===== config.mk =====
export PLATFORM = sky130hd
export DESIGN_NAME = srw_ctrl
export DESIGN_NICKNAME = d
export VERILOG_FILES = /design/src/selective_repeat_arq_window_unit_defines.svh /design/src/srw_pkg.sv /design/src/srw_ctrl.sv
export SDC_FILE = /design/constraint.sdc
export NUM_CORES = 1
export LEC_CHECK = 0
export ABC_AREA = 1
export BUFFER_PORTS_ARGS = -buffer_cell sky130_fd_sc_hd__buf_2
export CAP_MARGIN = 25
export CORE_MARGIN = 10
export CORE_UTILIZATION = 49
export CTS_CLUSTER_SIZE = 24
export DETAILED_ROUTE_END_ITERATION = 10
export GPL_TIMING_DRIVEN = 1
export PLACE_DENSITY = 0.85
export SETUP_SLACK_MARGIN = 0.2
export SLEW_MARGIN = 10
export SYNTH_ARGS = -nofsm -noshare
export SYNTH_HDL_FRONTEND = slang
export SYNTH_SLANG_ARGS = --single-unit

===== constraint.sdc =====
create_clock -name aclk -period 3.3 [get_ports aclk]
set_clock_uncertainty 0.1 [all_clocks]
set_input_delay 0.33 -clock aclk [delete_from_list [all_inputs] [get_ports aclk]]
set_output_delay 0.33 -clock aclk [all_outputs]
set_load 0.05 [all_outputs]

===== src/selective_repeat_arq_window_unit_defines.svh =====
// assertion macros shared by the selective repeat window unit
`ifndef SELECTIVE_REPEAT_ARQ_WINDOW_UNIT_DEFINES_SVH
`define SELECTIVE_REPEAT_ARQ_WINDOW_UNIT_DEFINES_SVH

// consequent must hold in the same cycle as the antecedent
`define SRW_ASSERT_SAME(label, clk, rstn, ante, cons, msg) \
    label: assert property (@(posedge clk) disable iff (!rstn) (ante) |-> (cons)) \
        else $error(msg);

// consequent must hold in the cycle after the antecedent
`define SRW_ASSERT_NEXT(label, clk, rstn, ante, cons, msg) \
    label: assert property (@(posedge clk) disable iff (!rstn) (ante) |=> (cons)) \
        else $error(msg);

`endif


===== src/srw_pkg.sv =====
// types, constants and codes of the selective repeat window unit
package srw_pkg;

    // link parameters (buffer slot count is a power of two)
    localparam int unsigned MAX_SEQUENCE    = 7;
    localparam int unsigned BUFFER_SLOTS    = 4;
    localparam int unsigned PAYLOAD_BYTES   = 256;
    localparam int unsigned MIN_FRAME_BYTES = 5;
    localparam int unsigned FRAME_OVERHEAD  = 7;
    localparam int unsigned MAX_RESULTS     = 20;

    // derived widths
    localparam int unsigned SEQ_MOD = MAX_SEQUENCE + 1;
    localparam int unsigned SEQ_W   = $clog2(SEQ_MOD);
    localparam int unsigned SLOT_W  = (BUFFER_SLOTS > 1) ? $clog2(BUFFER_SLOTS) : 1;
    localparam int unsigned GUARD_W = $clog2(BUFFER_SLOTS + 1);
    localparam int unsigned CNT_W   = $clog2(MAX_RESULTS);
    localparam int unsigned BUF_W   = 3;

    // item field widths
    localparam int unsigned MODE_W  = 3;
    localparam int unsigned LEN_W   = 9;
    localparam int unsigned KIND_W  = 2;
    localparam int unsigned SEQ_FW  = 3;
    localparam int unsigned TSLOT_W = 2;
    localparam int unsigned ACT_W   = 4;
    localparam int unsigned SLOT_FW = 2;

    // event codes
    typedef enum logic [MODE_W-1:0] {
        MODE_NET     = 3'd0,
        MODE_PHY     = 3'd1,
        MODE_RX      = 3'd2,
        MODE_ACK_TO  = 3'd3,
        MODE_DATA_TO = 3'd4
    } mode_t;

    // received frame kinds
    typedef enum logic [KIND_W-1:0] {
        KIND_DATA = 2'd0,
        KIND_ACK  = 2'd1,
        KIND_NAK  = 2'd2
    } kind_t;

    // command codes
    typedef enum logic [ACT_W-1:0] {
        ACT_DATA     = 4'd0,
        ACT_NAK      = 4'd1,
        ACT_ACK      = 4'd2,
        ACT_DELIVER  = 4'd3,
        ACT_START_DT = 4'd4,
        ACT_STOP_DT  = 4'd5,
        ACT_START_AT = 4'd6,
        ACT_STOP_AT  = 4'd7,
        ACT_FETCH    = 4'd8,
        ACT_STORE    = 4'd9,
        ACT_STATUS   = 4'd10
    } action_t;

    // sequencer states
    typedef enum logic [3:0] {
        ST_IDLE,
        ST_DISPATCH,
        ST_FETCH,
        ST_DATA,
        ST_START_DT,
        ST_NAK,
        ST_ACK,
        ST_STOP_AT,
        ST_START_AT,
        ST_STORE,
        ST_DELIVER,
        ST_DLV_AT,
        ST_STOP_DT,
        ST_STATUS
    } state_t;

    // source of the sequence number shown on a command
    typedef enum logic [2:0] {
        SRC_ZERO,
        SRC_NTS,
        SRC_NR,
        SRC_RX_SEQ,
        SRC_EXP,
        SRC_OUA
    } seq_src_t;

    // load select of the retransmit sequence register
    typedef enum logic [1:0] {
        NR_HOLD,
        NR_NTS,
        NR_TIMEOUT,
        NR_ACK_NEXT
    } nr_sel_t;

    // input item
    typedef struct packed {
        logic [MODE_W-1:0]  mode;
        logic               crc_ok;
        logic [LEN_W-1:0]   frame_length;
        logic [KIND_W-1:0]  frame_kind;
        logic [SEQ_FW-1:0]  frame_seq;
        logic [SEQ_FW-1:0]  ack_num;
        logic [TSLOT_W-1:0] timeout_slot;
    } srw_in_t;

    // result item
    typedef struct packed {
        logic [ACT_W-1:0]   action;
        logic [SEQ_FW-1:0]  out_seq;
        logic [SEQ_FW-1:0]  out_ack;
        logic [SLOT_FW-1:0] out_slot;
        logic [LEN_W-1:0]   deliver_length;
        logic               network_enable;
        logic               last;
    } srw_out_t;

    // controller to datapath
    typedef struct packed {
        logic             capture;
        logic             emit;
        logic [ACT_W-1:0] action;
        seq_src_t         seq_src;
        logic             piggy;
        logic             dlen_en;
        logic             status;
        logic             buf_inc;
        logic             buf_dec;
        logic             nts_inc;
        logic             oua_inc;
        logic             exp_inc;
        nr_sel_t          nr_sel;
        logic             lr_set;
        logic             lr_clr;
        logic             nak_set;
        logic             nak_clr;
        logic             arr_set;
        logic             guard_clr;
    } srw_cmd_t;

    // datapath to controller
    typedef struct packed {
        logic [MODE_W-1:0] mode;
        logic              good_frame;
        logic [KIND_W-1:0] kind;
        logic              nak_allowed;
        logic              out_of_order;
        logic              nak_retx_go;
        logic              store_go;
        logic              deliver_go;
        logic              ack_scan_go;
        logic              out_free;
    } srw_stat_t;

endpackage


===== src/srw_ctrl.sv =====
// command sequencer of the selective repeat window unit
module srw_ctrl
    import srw_pkg::*;
(
    input  logic      aclk,
    input  logic      aresetn,
    input  logic      s_valid,
    output logic      s_ready,
    input  srw_stat_t stat,
    output srw_cmd_t  cmd
);

    state_t state_reg, state_next;

    // state register
    always_ff @(posedge aclk) begin
        if (!aresetn) begin
            state_reg <= ST_IDLE;
        end else begin
            state_reg <= state_next;
        end
    end

    // next state and commands, one command per step while the output is free
    always_comb begin
        state_next = state_reg;
        cmd        = '0;
        s_ready    = 1'b0;
        unique case (state_reg)
            ST_IDLE: begin
                s_ready = 1'b1;
                if (s_valid) begin
                    cmd.capture = 1'b1;
                    state_next  = ST_DISPATCH;
                end
            end
            ST_DISPATCH: begin
                unique case (stat.mode)
                    MODE_NET:     state_next = ST_FETCH;
                    MODE_PHY: begin
                        cmd.lr_set = 1'b1;
                        state_next = ST_STATUS;
                    end
                    MODE_ACK_TO:  state_next = ST_ACK;
                    MODE_DATA_TO: begin
                        cmd.nr_sel = NR_TIMEOUT;
                        state_next = ST_DATA;
                    end
                    MODE_RX: begin
                        if (!stat.good_frame) begin
                            state_next = stat.nak_allowed ? ST_NAK : ST_STATUS;
                        end else if (stat.kind == KIND_DATA) begin
                            state_next = (stat.out_of_order && stat.nak_allowed) ?
                                         ST_NAK : ST_START_AT;
                        end else if (stat.kind == KIND_NAK && stat.nak_retx_go) begin
                            cmd.nr_sel = NR_ACK_NEXT;
                            state_next = ST_DATA;
                        end else begin
                            state_next = ST_STOP_DT;
                        end
                    end
                    default:      state_next = ST_STATUS;
                endcase
            end
            ST_FETCH: begin
                if (stat.out_free) begin
                    cmd.emit    = 1'b1;
                    cmd.action  = ACT_FETCH;
                    cmd.seq_src = SRC_NTS;
                    cmd.buf_inc = 1'b1;
                    cmd.nr_sel  = NR_NTS;
                    cmd.nts_inc = 1'b1;
                    state_next  = ST_DATA;
                end
            end
            ST_DATA: begin
                if (stat.out_free) begin
                    cmd.emit    = 1'b1;
                    cmd.action  = ACT_DATA;
                    cmd.seq_src = SRC_NR;
                    cmd.piggy   = 1'b1;
                    cmd.lr_clr  = 1'b1;
                    state_next  = ST_START_DT;
                end
            end
            ST_START_DT: begin
                if (stat.out_free) begin
                    cmd.emit    = 1'b1;
                    cmd.action  = ACT_START_DT;
                    cmd.seq_src = SRC_NR;
                    state_next  = ST_STOP_AT;
                end
            end
            ST_NAK: begin
                if (stat.out_free) begin
                    cmd.emit    = 1'b1;
                    cmd.action  = ACT_NAK;
                    cmd.piggy   = 1'b1;
                    cmd.nak_clr = 1'b1;
                    cmd.lr_clr  = 1'b1;
                    state_next  = ST_STOP_AT;
                end
            end
            ST_ACK: begin
                if (stat.out_free) begin
                    cmd.emit   = 1'b1;
                    cmd.action = ACT_ACK;
                    cmd.piggy  = 1'b1;
                    cmd.lr_clr = 1'b1;
                    state_next = ST_STOP_AT;
                end
            end
            ST_STOP_AT: begin
                if (stat.out_free) begin
                    cmd.emit   = 1'b1;
                    cmd.action = ACT_STOP_AT;
                    // a good received frame goes on with its own handling
                    if (stat.mode == MODE_RX && stat.good_frame) begin
                        state_next = (stat.kind == KIND_DATA) ? ST_STORE : ST_STOP_DT;
                    end else begin
                        state_next = ST_STATUS;
                    end
                end
            end
            ST_START_AT: begin
                if (stat.out_free) begin
                    cmd.emit   = 1'b1;
                    cmd.action = ACT_START_AT;
                    state_next = ST_STORE;
                end
            end
            ST_STORE: begin
                if (!stat.store_go) begin
                    state_next = ST_STOP_DT;
                end else if (stat.out_free) begin
                    cmd.emit      = 1'b1;
                    cmd.action    = ACT_STORE;
                    cmd.seq_src   = SRC_RX_SEQ;
                    cmd.arr_set   = 1'b1;
                    cmd.guard_clr = 1'b1;
                    state_next    = ST_DELIVER;
                end
            end
            ST_DELIVER: begin
                if (!stat.deliver_go) begin
                    state_next = ST_STOP_DT;
                end else if (stat.out_free) begin
                    cmd.emit    = 1'b1;
                    cmd.action  = ACT_DELIVER;
                    cmd.seq_src = SRC_EXP;
                    cmd.dlen_en = 1'b1;
                    cmd.exp_inc = 1'b1;
                    cmd.nak_set = 1'b1;
                    state_next  = ST_DLV_AT;
                end
            end
            ST_DLV_AT: begin
                if (stat.out_free) begin
                    cmd.emit   = 1'b1;
                    cmd.action = ACT_START_AT;
                    state_next = ST_DELIVER;
                end
            end
            ST_STOP_DT: begin
                if (!stat.ack_scan_go) begin
                    state_next = ST_STATUS;
                end else if (stat.out_free) begin
                    cmd.emit    = 1'b1;
                    cmd.action  = ACT_STOP_DT;
                    cmd.seq_src = SRC_OUA;
                    cmd.buf_dec = 1'b1;
                    cmd.oua_inc = 1'b1;
                end
            end
            ST_STATUS: begin
                if (stat.out_free) begin
                    cmd.emit   = 1'b1;
                    cmd.action = ACT_STATUS;
                    cmd.status = 1'b1;
                    state_next = ST_IDLE;
                end
            end
            default: state_next = ST_IDLE;
        endcase
    end

endmodule


==> impl_metrics.tcl, run 1 <==
set metrics [dict create \
    grt.busiest_layer "met2" \
    cp.arrival_ps 1850 \
    cp-end-kind "output port" \
    die-area_sq_mm 0.003803 \
    p_comb_share_pct 81.4 \
    wl_per_cell_um 12.46 \
    io_buffers 41 \
    synth_area_sq_um 850.8 \
    grt_usage_pct 13.99 \
    layout_commonest_cell "nand2_1" \
    cts.sinks 4 \
    clockBufferDepth 2 \
    grt_pass1_vias 1061 \
    ant_nets 0 \
    crit_start "state_reg[0]$_SDFFE_PN0P_" \
    die_w_um 61.67 \
    r2r_start "state_reg[0]$_SDFFE_PN0P_" \
    cts_hold_buffers 0 \
    grt_start_max_net_pins 15 \
    period_minus_slack_ps 2279 \
    post_cts_buffers 0 \
    wl_um 2778 \
    grt_pass1_wl_um 4305 \
    timing.reg2reg.setup_slack_ps 1660 \
    finalCritPeriodShare_pct 69.07 \
    vias_per_cell 5.381 \
    place.gp.congestion 0.8953 \
    leakage_nw 0.6835 \
    crit_type "reg -> out" \
    diodes 0 \
    largest_reg_flops 4 \
    seqPwrFrac_pct 12.1 \
    rr_endpoint "state_reg[1]$_SDFFE_PN0P_" \
    layout-area-overhead-vs-synth_pct 22.65 \
    cp.required_ps 2870 \
    core_sq_mm 0.001577 \
    setup_tns_ps 0 \
    cts_tree "yes" \
    p_total_mw 0.8640 \
    power_per_cell_area_mw_per_mm2 828.0 \
    syn_inst 171 \
    syn_nets 187 \
    relSlewSlack_pct 71.10 \
    grt.overflow.total 0 \
    max-vdd-ir-drop_mv 0.5357 \
    clockPowerShare_pct 6.5 \
    rows 14 \
    power_switching_mw 0.5793 \
    rsz0062_at_grt "no" \
    place_ws_ps 1248 \
    setup_viol 0 \
    syn_area_per_cell_sq_um 4.976 \
    yosysSeqAreaShare_pct 9.412 \
    status "completed" \
    num-nets-final 225 \
    antenna_found_initial 0 \
    hpwl_um 2411 \
    slew_violations 0 \
    initial_utilization_pct 53.97 \
    cts.root.buffer_cell "clkbuf_4" \
    grtUsageMet1_pct 16.44 \
    numCtsBuffers 3 \
    hold_path_class "in -> reg" \
    htree_levels 1 \
    cts_resized 0 \
    r2r_cells 8 \
    final_cell_mix "nand2_1 (43), buf_2 (41), inv_1 (28), nor2_1 (24), nand3_1 (20)" \
    cap_violations 0 \
    crit_fanout 8 \
    synthDistinctLibCells 22 \
    start_kind "flop" \
    internal_power_mw 0.2847 \
    p_sw_share_pct 67.05 \
    critPathCapture "cmd[23]" \
    drive_gt1_share_pct 27.05 \
    die_h_um 61.67 \
    num_vias 1200 \
    drtIter0Drc 40 \
    gr-usage-met3_pct 2.675 \
    ys_ff_latch 4 \
    yosysWarnings 0 \
    finalHoldViolations 0 \
    drc 0 \
    setup_slack_ps 1021 \
    clkLatencyLatePin_ps 230 \
    worst_slew_pin_slew_ps 431.9 \
    timing.fmax_mhz 438.7 \
    clkTransAtPathRegs_ps 30 \
    first_pass_iters 4 \
    ios 42 \
    grt_use_met2_pct 24.16 \
]
-- cell families (layout without fill, tap and decap cells) --
logic type / Yosys count / in the layout / synth area share (%)
flip-flops: 4 / 4 / 9.412
AO/OA/AOI/OAI: 20 / 20 / 13.38
buffers and inverters: 39 / 75 / 20.15
AND/OR/NAND/NOR: 108 / 108 / 57.06
-- synthesized netlist by cell type --
master,instances,area share [%]
o21bai_1,1,0.88
inv_2,3,1.3
nor3_1,6,3.5
a21oi_1,8,4.7
nand4_1,3,2.2
nand2_1,43,19
a31oi_1,1,0.74
nor2_2,5,3.7
buf_2,2,1.2
a311oi_1,1,1.0
inv_1,28,12
nor2_1,24,11
or2_2,2,1.5
o21ai_0,7,4.1
nor4_1,1,0.74
o211ai_1,1,0.88
nand3_2,2,2.4
nand3b_1,2,1.8
nand3_1,20,12
o2111ai_1,1,1.0
buf_4,6,5.3
dfxtp_1,4,9.4
-- stage by stage --
stage / utilization [%] / hold WS, ps / area, sq um / cells
finish: 66.19 / 277.3 / 1044 / 223
global route: 66.19 / 318.7 / 1044 / 223
CTS: 66.19 / 275.1 / 1044 / 223
detailed placement: 64.76 / 426.2 / 1021 / 220
global placement: 64.76 / 416.7 / 1021 / 220
floorplan: - / 397.1 / 850.8 / 171
-- power by group through the flow --
stage	combinational [mW]	clock [mW]	sequential, mW
floorplan	0.554	0	0.0987
global placement	0.690	0	0.101
detailed placement	0.702	0	0.104
CTS	0.702	0.0599	0.104
global route	0.769	0.0620	0.110
finish	0.703	0.0565	0.104
-- cell type report --
| class | instances | area, sq um |
|---|---|---|
| Sequential cell | 4 | 80.08 |
| Multi-Input combinational cell | 128 | 599.3 |
| Tap cell | 16 | 20.02 |
| Clock buffer | 3 | 22.52 |
| Inverter | 31 | 116.4 |
| Fill cell | 171 | 533.0 |
| Timing Repair Buffer | 41 | 205.2 |
-- how the worst min path moves through the flow --
stage / endpoint / cells after the start / start
after floorplan: state_reg[3]$_SDFFE_PN0P_ / 2 / state_reg[3]$_SDFFE_PN0P_
after global placement: state_reg[3]$_SDFFE_PN0P_ / 2 / state_reg[3]$_SDFFE_PN0P_
after detailed placement: state_reg[3]$_SDFFE_PN0P_ / 2 / state_reg[3]$_SDFFE_PN0P_
after CTS: state_reg[3]$_SDFFE_PN0P_ / 3 / aresetn
after global routing: state_reg[3]$_SDFFE_PN0P_ / 3 / aresetn
final: state_reg[2]$_SDFFE_PN0P_ / 3 / aresetn
-- metal layers --
metal,wire (um),vias to the layer above
met1,1097,518
met4,34,0
met5,0,-
met3,333,4
li1,-,615
met2,1312,63
-- critical path: stages, from the launching register on --
cell     delay, ps
dfxtp_1        370
nor2_2         350
nand3_2        130
nor2_1         150
inv_1          110
nand3_1        130
nor3_1          60
nand2_1         60
buf_2          250
Note: power is estimated with default switching activity, not from simulation.
==> run 2: changes to the inputs <==
--- a/config.mk
+++ b/config.mk
@@ -9,11 +9,11 @@
 export BUFFER_PORTS_ARGS = -buffer_cell sky130_fd_sc_hd__buf_2
 export CAP_MARGIN = 25
 export CORE_MARGIN = 10
-export CORE_UTILIZATION = 49
+export CORE_UTILIZATION = 46
 export CTS_CLUSTER_SIZE = 24
 export DETAILED_ROUTE_END_ITERATION = 10
 export GPL_TIMING_DRIVEN = 1
-export PLACE_DENSITY = 0.85
+export PLACE_DENSITY = 0.8
 export SETUP_SLACK_MARGIN = 0.2
 export SLEW_MARGIN = 10
 export SYNTH_ARGS = -nofsm -noshare
==> constraint.sdc (replaced) <==
create_clock -name aclk -period 2.3 [get_ports aclk]
set_clock_uncertainty 0.1 [all_clocks]
set_input_delay 0.23 -clock aclk [delete_from_list [all_inputs] [get_ports aclk]]
set_output_delay 0.23 -clock aclk [all_outputs]
set_load 0.05 [all_outputs]
==> impl_metrics.tcl, run 2 (synthesis gave the netlist of run 1 again) <==
set metrics [dict create \
    cts.sinks 4 \
    numCtsBuffers 3 \
    rows 15 \
    wl_per_cell_um 12.65 \
    drc 0 \
    core_sq_mm 0.001745 \
    worst-path-buf-inv 2 \
    cp_cell_sequence "nand2_1 -> nor2_1 -> inv_2 -> a21oi_1 -> nor2_1 -> nand2_1 -> clkbuf_4" \
    slowest_delay_ps 410 \
    largest_reg_flops 4 \
    clockBufferDepth 2 \
    diodes 0 \
    die_h_um 63.01 \
    die_w_um 63.01 \
    num-nets-final 226 \
    grt.overflow.total 0 \
    finalCoreUtilization_pct 65.66 \
    setup_viol 0 \
    cts_tree "yes" \
    hpwl_um 2447 \
    crit_fanout 6 \
    first_pass_iters 4 \
    ant_nets 0 \
    status "completed" \
    period_minus_slack_ps 2007 \
    relSlewSlack_pct 61.55 \
    final_cell_mix "nand2_1 (42), buf_2 (37), inv_1 (27), nor2_1 (20), nand3_1 (19)" \
    cp.arrival_ps 1680 \
    grt_usage_pct 13.83 \
    die-area_sq_mm 0.003970 \
    grt_pass1_vias 1093 \
    timing.hold.ws_ps 177.8 \
    clkTransAtPathRegs_ps 30 \
    layout-area-overhead-vs-synth_pct 34.71 \
    io_buffers 41 \
    placed_area_sq_mm 0.001084 \
    drive_gt1_share_pct 35.10 \
    crit_slowest_cell "dfxtp_2" \
    place_ws_ps 400.8 \
    worst_slew_pin_slew_ps 576.1 \
    grt_pass1_wl_um 4705 \
    hold_path_class "in -> reg" \
    post_cts_buffers 0 \
    initial_utilization_pct 48.75 \
    final_cell_area_sq_mm 0.001146 \
    crit_type "reg -> out" \
    layout_commonest_cell "nand2_1" \
    start_kind "flop" \
    ios 42 \
    wl_um 2947 \
    vias_per_cell 5.146 \
    slew_violations 0 \
    fill_cells 195 \
    cp-end-kind "output port" \
    drtIter0Drc 48 \
    cts.root.buffer_cell "clkbuf_4" \
    place.gp.congestion 0.9048 \
    clkLatencyLatePin_ps 230 \
    htree_levels 1 \
    grt_start_max_net_pins 15 \
    leakage_nw 0.6967 \
    p_total_mw 1.336 \
    path_delay_family "simple AND/OR/NAND/NOR gates" \
    finalHoldViolations 0 \
    rsz0062_at_grt "yes" \
    power_per_cell_area_mw_per_mm2 1165 \
    finalCritPeriodShare_pct 87.28 \
    cap_violations 0 \
    num_vias 1199 \
    antenna_found_initial 0 \
    max-vdd-ir-drop_mv 1.089 \
    cp.required_ps 1970 \
    timing.fmax_mhz 498.2 \
    setup_slack_ps 292.7 \
]
## run 2: timing repair
| item | in CTS | in global routing |
|---|---|---|
| hold buffers | 0 | 0 |
| gates cloned | 0 | 0 |
| gates resized for setup | 5 | 11 |
| setup endpoints to repair | 5 | 12 |
## run 2: layout make-up
class,instances,area [sq um],area share (%)
Clock buffer,3,22.52,1.965
Timing Repair Buffer,42,222.7,19.43
Inverter,31,116.4,10.15
Multi-Input combinational cell,128,668.1,58.30
Sequential cell,4,85.08,7.424
Tap cell,25,31.28,2.729
## run 2: path summary, 6_finish.rpt
| kind | from | end | slack, ps | cells after the start |
|---|---|---|---|---|
| setup / recovery | state_reg[0]$_SDFFE_PN0P_ | cmd[23] | 290 | 7 |
| hold / removal | aresetn | state_reg[3]$_SDFFE_PN0P_ | 180 | 3 |
| setup reg to reg | state_reg[3]$_SDFFE_PN0P_ | state_reg[2]$_SDFFE_PN0P_ | 700 | 10 |
| hold reg to reg | state_reg[3]$_SDFFE_PN0P_ | state_reg[3]$_SDFFE_PN0P_ | 410 | 2 |
## run 2: per-stage QoR
stage	TNS, ps	instances
floorplan	-98.58	171
global placement	0	230
detailed placement	0	230
CTS	0	233
global route	0	233
finish	0	233
## run 2: worst reg2reg max path, stage by stage (launching register included)
cell     delay [ps]
dfxtp_2         340
inv_1           120
nor2_2           60
buf_4           160
nand3_1          60
nand2_1          60
nor2_1          120
nand3_2         140
nor2_2          170
nand2_1          80
a21oi_1         120
## run 2: power by group
| part | internal, mW | switching [mW] | total [mW] |
|---|---|---|---|
| clock | 0.0580 | 0.0235 | 0.0814 |
| combinational | 0.288 | 0.797 | 1.08 |
| sequential | 0.108 | 0.0612 | 0.169 |
| total | 0.454 | 0.881 | 1.34 |
## run 2: routing by layer
| layer | vias up | routed length, um | track usage (%) |
|---|---|---|---|
| met5 | - | 0 | 0 |
| met4 | 0 | 35 | 6.145 |
| met3 | 4 | 256 | 4.122 |
| met2 | 47 | 1493 | 23.86 |
| met1 | 526 | 1162 | 15.08 |
| li1 | 622 | - | - |
==> run 3: changes to the inputs <==
--- a/config.mk
+++ b/config.mk
@@ -13,7 +13,7 @@
 export CTS_CLUSTER_SIZE = 24
 export DETAILED_ROUTE_END_ITERATION = 10
 export GPL_TIMING_DRIVEN = 1
-export PLACE_DENSITY = 0.8
+export PLACE_DENSITY_LB_ADDON = 0.1
 export SETUP_SLACK_MARGIN = 0.2
 export SLEW_MARGIN = 10
 export SYNTH_ARGS = -nofsm -noshare
==> impl_metrics.tcl, run 3 (synthesis gave the netlist of run 1 again) <==
set metrics [dict create \
    layout_commonest_cell "nand2_1" \
    rsz0062_at_grt "yes" \
    status "completed" \
    wl_per_cell_um 12.33 \
    holdPathStages 3 \
    die_w_um 63.01 \
    grt_start_max_net_pins 15 \
    clkTransAtPathRegs_ps 30 \
    final_cells 233 \
    timing.fmax_mhz 503.9 \
    io_buffers 41 \
    fill_cells 191 \
    r2r_start "state_reg[2]$_SDFFE_PN0P_" \
    crit_type "reg -> out" \
    final_cell_mix "nand2_1 (42), buf_2 (37), inv_1 (28), nor2_1 (20), nand3_1 (19)" \
    core_sq_mm 0.001745 \
    start_kind "flop" \
    power_per_cell_area_mw_per_mm2 1161 \
    internal_power_mw 0.4603 \
    drc 0 \
    placed_area_sq_mm 0.001084 \
    p_comb_share_pct 80.7 \
    timing.reg2reg.setup_slack_ps 730 \
    grt_pass1_wl_um 4767 \
    numCtsBuffers 3 \
    top_layer_used "met4" \
    drtIter0Drc 30 \
    crit_fanout 6 \
    post_cts_buffers 0 \
    final_cell_area_sq_mm 0.001151 \
    finalCritPeriodShare_pct 86.28 \
    cts_tree "yes" \
    finalCoreUtilization_pct 65.95 \
    clockPowerShare_pct 6.3 \
    layout-area-overhead-vs-synth_pct 35.29 \
    relSlewSlack_pct 61.29 \
    first_pass_iters 4 \
    htree_levels 1 \
    grt_usage_pct 13.76 \
    place_ws_ps 360.7 \
    cts.root.buffer_cell "clkbuf_4" \
    cp.required_ps 1970 \
    setup_tns_ps 0 \
    num_vias 1175 \
    largest_reg_flops 4 \
    clockBufferDepth 2 \
    die_h_um 63.01 \
    wl_um 2873 \
    p_total_mw 1.337 \
    hold_path_class "in -> reg" \
    setup_slack_ps 315.7 \
    cts.sinks 4 \
    cap_violations 0 \
    slew_violations 0 \
    hp-start "aresetn" \
    hpwl_um 2417 \
    cts_hold_buffers 0 \
    rows 15 \
    dp.cells 230 \
    grt_pass1_vias 1093 \
    period_minus_slack_ps 1984 \
    power_switching_mw 0.8767 \
    cp.arrival_ps 1650 \
    finalHoldViolations 0 \
    setup_viol 0 \
    antenna_found_initial 0 \
    rr_endpoint "state_reg[0]$_SDFFE_PN0P_" \
    place.gp.congestion 0.9214 \
    diodes 0 \
    num-nets-final 226 \
    p_sw_share_pct 65.57 \
    cp-end-kind "output port" \
    leakage_nw 0.6966 \
    drive_gt1_share_pct 34.62 \
    timing.hold.ws_ps 182.2 \
    ios 42 \
    clkLatencyLatePin_ps 230 \
    grt.overflow.total 0 \
    ant_nets 0 \
    routed-wl-met2_um 1469 \
    r2r_cells 9 \
    max-vdd-ir-drop_mv 0.8190 \
    die-area_sq_mm 0.003970 \
    met1Wirelength_um 1160 \
    wl_met3_um 208 \
    seqPwrFrac_pct 13.0 \
    vias_per_cell 5.043 \
    worst_slew_pin_slew_ps 580.0 \
    holdPathEnd "state_reg[2]$_SDFFE_PN0P_" \
    initial_utilization_pct 48.75 \
]
==> run 3: how the worst max path moves through the flow <==
stage                               from      end  slack (ps)  cells past startpoint
6_report       state_reg[2]$_SDFFE_PN0P_  cmd[23]         320                      9
5_1_grt        state_reg[0]$_SDFFE_PN0P_  cmd[23]         160                      7
4_1_cts        state_reg[3]$_SDFFE_PN0P_  cmd[17]         210                      7
3_5_place_dp   state_reg[1]$_SDFFE_PN0P_  cmd[23]         360                      7
3_3_place_gp   state_reg[1]$_SDFFE_PN0P_  cmd[23]         390                      7
2_1_floorplan  state_reg[0]$_SDFFE_PN0P_  cmd[23]        -100                      7
==> run 3: per-layer routing <==
metal / track usage [%] / up-vias
li1: - / 620
met1: 15.29 / 514
met2: 24.75 / 37
met3: 4.839 / 4
met4: 1.955 / 0
met5: 0 / -
==> run 3: power groups by stage <==
stage	clock [mW]	sequential, mW	combinational, mW
floorplan	0	0.142	0.818
global placement	0	0.149	1.04
detailed placement	0	0.153	1.05
CTS	0.0868	0.161	1.06
global route	0.0953	0.179	1.20
finish	0.0848	0.173	1.08
==> run 3: critical path, stage by stage, from the launching register on <==
cell	delay (ps)
dfxtp_2	400
nand2_1	120
inv_1	150
nand3_2	120
nor2_4	110
inv_1	90
nand3_1	110
nor3_1	50
nand2_1	60
clkbuf_4	220
==> run 3: layout make-up <==
class	count	area, sq um	area share [%]
Inverter	31	116.4	10.11
Tap cell	25	31.28	2.717
Clock buffer	3	22.52	1.957
Timing Repair Buffer	42	222.7	19.35
Multi-Input combinational cell	128	673.1	58.48
Sequential cell	4	85.08	7.391
==> run 3: timing repair <==
| item | in CTS | in global routing |
|---|---|---|
| endpoints found under the setup margin | 4 | 8 |
| gates resized for setup | 4 | 13 |
| pin swaps | 0 | 0 |
